$ cat src/dr_pkg.sv
// Shared types, constants and the compact-target decoder for the retarget pipeline.
`timescale 1ns / 1ps

package dr_pkg;

  localparam logic [31:0] MANT_MASK = 32'h007fffff;
  localparam logic [31:0] SIGN_BIT  = 32'h00800000;
  localparam logic [31:0] HIGH_TIER = 32'd10000;
  localparam logic [31:0] MID_TIER  = 32'd5000;

  localparam logic [31:0] RST_SWITCH_HEIGHT = 32'd145000;
  localparam logic [31:0] RST_LIMIT_COMPACT = 32'h1e0fffff;
  localparam logic [19:0] RST_SPAN_BEFORE   = 20'd14400;
  localparam logic [19:0] RST_SPAN_AFTER    = 20'd60;
  localparam logic [19:0] RST_BLOCK_SPACING = 20'd60;

  // Quotient bits resolved by one divider cell.
  localparam int STEPS = 4;
  localparam int TW    = 256;
  localparam int HW    = 32;
  localparam int SPW   = 20;

  typedef enum logic [2:0] {
    REG_SWITCH_HEIGHT = 3'd0,
    REG_LIMIT_COMPACT = 3'd1,
    REG_SPAN_BEFORE   = 3'd2,
    REG_SPAN_AFTER    = 3'd3,
    REG_BLOCK_SPACING = 3'd4
  } reg_idx_t;

  // Position of the leading one of a quotient, found as the cells produce it.
  typedef struct packed {
    logic       found;
    logic [7:0] pos;
  } lead_t;

  // A decoded target is mant << sh.
  typedef struct packed {
    logic        ok;
    logic [22:0] mant;
    logic [7:0]  sh;
  } dec_t;

  typedef struct packed {
    logic [31:0] h;
    logic [31:0] prev;
    logic [31:0] t_last;
    logic [31:0] t_first;
  } hdr_t;

  typedef struct packed {
    hdr_t        hdr;
    logic [19:0] interval;
  } c2_side_t;

  typedef struct packed {
    logic        boundary;
    logic [31:0] start;
    logic [31:0] prev;
    logic        bad;
    logic        ovf;
    logic        span_zero;
  } c3_side_t;

  function automatic dec_t decode(input logic [31:0] bits);
    dec_t        d;
    logic [22:0] m;
    logic [7:0]  e;
    m = bits[22:0];
    e = bits[31:24];
    d.ok = 1'b0;
    d.mant = m;
    d.sh = 8'd0;
    if (!bits[23] && m != 23'd0) begin
      if (e <= 8'd3) begin
        case (e[1:0])
          2'd0: d.mant = 23'd0;
          2'd1: d.mant = m >> 16;
          2'd2: d.mant = m >> 8;
          default: d.mant = m;
        endcase
        d.ok = d.mant != 23'd0;
      end else if (e <= 8'd32) begin
        d.sh = (e - 8'd3) << 3;
        d.ok = 1'b1;
      end else if (e == 8'd33) begin
        d.sh = 8'd240;
        d.ok = m[22:16] == 7'd0;
      end else if (e == 8'd34) begin
        d.sh = 8'd248;
        d.ok = m[22:8] == 15'd0;
      end
    end
    return d;
  endfunction

endpackage

$ cat src/dr_div_cell.sv
// One restoring-division cell: resolves a few quotient bits and passes the word on.
`timescale 1ns / 1ps

module dr_div_cell #(
  parameter int W         = 32,
  parameter int DW        = 20,
  parameter int SW        = 1,
  parameter int FIRST_BIT = 31
) (
  input  logic            clk,
  input  logic            rst,
  input  logic            en,
  input  logic            in_valid,
  input  logic [DW-1:0]   in_rem,
  input  logic [W-1:0]    in_num,
  input  logic [DW-1:0]   in_div,
  input  logic [SW-1:0]   in_side,
  input  dr_pkg::lead_t   in_lead,
  output logic            out_valid,
  output logic [DW-1:0]   out_rem,
  output logic [W-1:0]    out_num,
  output logic [DW-1:0]   out_div,
  output logic [SW-1:0]   out_side,
  output dr_pkg::lead_t   out_lead
);

  logic [DW-1:0] rem_c;
  logic [W-1:0]  num_c;
  dr_pkg::lead_t lead_c;
  logic [DW:0]   r2;
  logic [DW:0]   diff;
  logic          ge;

  // The top of num holds dividend bits still to come; quotient bits enter at the bottom.
  always_comb begin
    rem_c  = in_rem;
    num_c  = in_num;
    lead_c = in_lead;
    r2     = '0;
    diff   = '0;
    ge     = 1'b0;
    for (int j = 0; j < dr_pkg::STEPS; j++) begin
      r2    = {rem_c, num_c[W-1]};
      diff  = r2 - {1'b0, in_div};
      ge    = r2 >= {1'b0, in_div};
      rem_c = ge ? diff[DW-1:0] : r2[DW-1:0];
      num_c = {num_c[W-2:0], ge};
      if (ge && !lead_c.found) begin
        lead_c.found = 1'b1;
        lead_c.pos   = 8'(FIRST_BIT - j);
      end
    end
  end

  always_ff @(posedge clk) begin
    if (rst) begin
      out_valid <= 1'b0;
    end else if (en) begin
      out_valid <= in_valid;
    end
  end

  always_ff @(posedge clk) begin
    if (en) begin
      out_rem  <= rem_c;
      out_num  <= num_c;
      out_div  <= in_div;
      out_side <= in_side;
      out_lead <= lead_c;
    end
  end

endmodule

$ cat config.mk
export PLATFORM = sky130hd
export DESIGN_NAME = dr_div_cell
export DESIGN_NICKNAME = d
export VERILOG_FILES = /design/src/dr_pkg.sv /design/src/dr_div_cell.sv
export SDC_FILE = /design/constraint.sdc
export NUM_CORES = 1
export LEC_CHECK = 0
export BUFFER_PORTS_ARGS = -buffer_cell sky130_fd_sc_hd__buf_2
export CELL_PAD_IN_SITES_DETAIL_PLACEMENT = 0
export CELL_PAD_IN_SITES_GLOBAL_PLACEMENT = 1
export CORE_MARGIN = 3
export CORE_UTILIZATION = 38
export DETAILED_ROUTE_END_ITERATION = 10
export PLACE_DENSITY_LB_ADDON = 0.1
export REMOVE_ABC_BUFFERS = 1
export SYNTH_ARGS = -nofsm -noshare
export SYNTH_HDL_FRONTEND = slang
export SYNTH_SLANG_ARGS = --single-unit
$ cat constraint.sdc
create_clock -name clk -period 13 [get_ports clk]
set_input_delay 3.25 -clock clk [delete_from_list [all_inputs] [get_ports clk]]
set_output_delay 3.25 -clock clk [all_outputs]
set_load 0.005 [all_outputs]
==> impl_metrics.json <==
{
  "cts_sinks": 83,
  "synthCells": 760,
  "dieArea_um2": 21400,
  "end_kind": "flop",
  "fin_setup_tns_ns": 0,
  "drt-initial-drc-count": 387,
  "rrSetupSlack_ns": 12.41,
  "yosys_most_used_dff": "edfxtp_1",
  "slowest_delay_ns": 0.38,
  "numCtsBuffers": 9,
  "powerDensity_nw_per_um2": 293,
  "layout_setup_ws_ns": 0.507,
  "root_buffer": "clkbuf_16",
  "synth_area_um2": 7470,
  "async_flop_share": 0,
  "cts_tree": "built",
  "path_clk_slew_ns": 0.06,
  "layout.cells.non_filler": 1386,
  "syn2layout_area_growth_pct": 39.1,
  "io_pins": 169,
  "period_needed_ns": 12.49,
  "p_leak_nw": 4.92,
  "n_fill_cell": 1760,
  "fp.dieH_um": 146,
  "gr-total-overflow": 0,
  "wirelength_um": 23400,
  "ys_warn_count": 0,
  "period_share": 0.961,
  "setup_violations": 0,
  "netlist-cell-type-count": 64,
  "synth_edf_count": 82,
  "drc_errors": 0,
  "finalHoldViolCount": 0,
  "synth_common_cells": "edfxtp_1, ha_1, a21oi_1",
  "yosysTopAreaCellShare": 0.330,
  "yosys-top-cells-area": "edfxtp_1, ha_1, a21oi_1",
  "cp_max_fo": 23,
  "post_drt_wl_per_cell_um": 16.9,
  "synth.most_common_cell": "edfxtp_1",
  "grt_pass1_vias": 7127,
  "status": "finished clean",
  "final_util": 0.546,
  "grt_use_total": 0.215,
  "syn_avg_cell_area_um2": 9.83,
  "cap_violations": 0,
  "place.gp.congestion": 0.916,
  "critPathKind": "in2reg",
  "post-synth-top-area-cell": "edfxtp_1",
  "worst_pin_slew_ns": 1.04,
  "portBuffers": 168,
  "drive_gt1_frac": 0.400,
  "final_max_slew_viol_count": 0,
  "clkLatencyLatePin_ns": 0.33,
  "start_util": 0.393,
  "worstHoldPathType": "reg2reg",
  "grt_max_degree": 84,
  "cp.required_ns": 13.08,
  "dp_cells": 1369,
  "grt_pass1_wl_um": 36900,
  "viasPerCell": 5.19,
  "hold-path-cell-count": 2,
  "post-place-ws_ns": -0.240,
  "postCtsHoldBufs": 0,
  "via_count": 7197,
  "drtAntennaViolNets": 0,
  "seq_area_frac_synth": 0.332,
  "drt_first_pass_iters": 5,
  "cts_buffer_depth": 2,
  "coreArea_um2": 19000,
  "arrival_ns": 12.57,
  "cp-start-kind": "primary input",
  "ff2ff_path_depth": 2,
  "slew_headroom": 0.307,
  "num_rows": 50,
  "max_freq_ghz": 0.0800,
  "cts.htree.levels": 3,
  "synth_seq_cells": 83,
  "crit_path_top_delay_cell": "mux2_2",
  "antenna_found_initial": 0,
  "ir_drop_v": 0.000123,
  "fin_skew_ns": 0,
  "fin_nets": 1291,
  "dp.final_hpwl_um": 19900,
  "antenna_cells": 0,
  "die_w_um": 146
}
==> worst max-delay path, delay by kind of cell <==
family	cells	cell delay [ns]
XOR/XNOR	1	0.08
multiplexers	5	1.56
buffers and inverters	9	1.35
AO/OA/AOI/OAI	17	4.03
AND/OR/NAND/NOR	8	1.00
adder cells (fa/ha/maj)	4	1.28
==> worst paths after layout <==
path                                from                      to
setup reg to reg  out_valid$_SDFFE_PP0P_  out_valid$_SDFFE_PP0P_
setup / recovery               in_div[2]   out_rem[11]$_DFFE_PP_
hold / removal    out_valid$_SDFFE_PP0P_  out_valid$_SDFFE_PP0P_
hold reg to reg   out_valid$_SDFFE_PP0P_  out_valid$_SDFFE_PP0P_
==> metal layers <==
metal  routed length (um)  track usage  vias up  share of wire
li1                     -            -     3597              -
met1                10900        0.294     3326           0.47
met2                10600        0.356      247           0.45
met3                 1400       0.0295       27          0.060
met4                  488       0.0611        0          0.021
met5                    0            0        -              0
==> cells in the final DEF (no fill, tap or decap), types with 5 or more instances in the layout <==
cell	count
nor2_1	48
nand4_1	9
clkbuf_16	9
buf_4	192
edfxtp_1	82
buf_2	167
o21bai_1	6
or3_1	6
o31ai_1	8
o21a_1	18
nand3_1	13
nor2b_1	16
nor3_1	14
a21oi_1	70
a21o_1	27
a211oi_1	8
o21ai_0	47
xnor2_1	34
mux2_4	14
inv_1	42
ha_1	79
and3_1	6
mux2i_1	8
o211ai_1	6
nor4_1	5
mux2_2	32
xor2_1	24
o31a_1	6
nand2_1	42
a31oi_1	7
nand2b_1	11
==> metrics by stage <==
step	hold WS, ns	power, mW	area, um^2
after floorplan	0.485	1.88	7400
after global placement	0.474	2.72	10000
after detailed placement	0.488	2.77	10000
after CTS	0.503	3.03	10300
after global routing	0.541	3.31	10400
final	0.505	3.04	10400
==> power breakdown <==
group,internal [mW],switching [mW],total (mW)
clock network,0.140,0.103,0.243
logic,1.30,1.06,2.37
registers,0.421,0.0123,0.433
total,1.87,1.18,3.04
==> registers in the layout (all words and copies together) (netlist names) <==
signal / flops
out_div: 20
out_lead: 9
out_num: 32
out_rem: 20
out_side: 1
out_valid: 1
==> timing repair <==
| action | in CTS | in global routing |
|---|---|---|
| buffers inserted | 0 | 1 |
| setup endpoints to repair | 0 | 30 |
| resized for setup | 0 | 14 |
==> cells by family (layout without fill, tap and decap cells) <==
family,Yosys count,in the layout,share of synthesized area
multiplexers,57,57,0.0930
AO/OA/AOI/OAI,243,243,0.213
XOR/XNOR,58,58,0.0680
flip-flops,83,83,0.332
adder cells (fa/ha/maj),84,84,0.145
buffers and inverters,55,421,0.0313
AND/OR/NAND/NOR,180,180,0.117
==> area by class of cell <==
type	instances	area, um^2	area share
clock inverters	5	37.5	0.00361
repair buffers	361	2320	0.223
well taps	260	325	0.0313
flip-flops and latches	83	2480	0.239
inverters	44	168	0.0161
multi-input cells	622	4810	0.463
clock buffers	11	253	0.0243
Power figures use the tool's default switching activity.
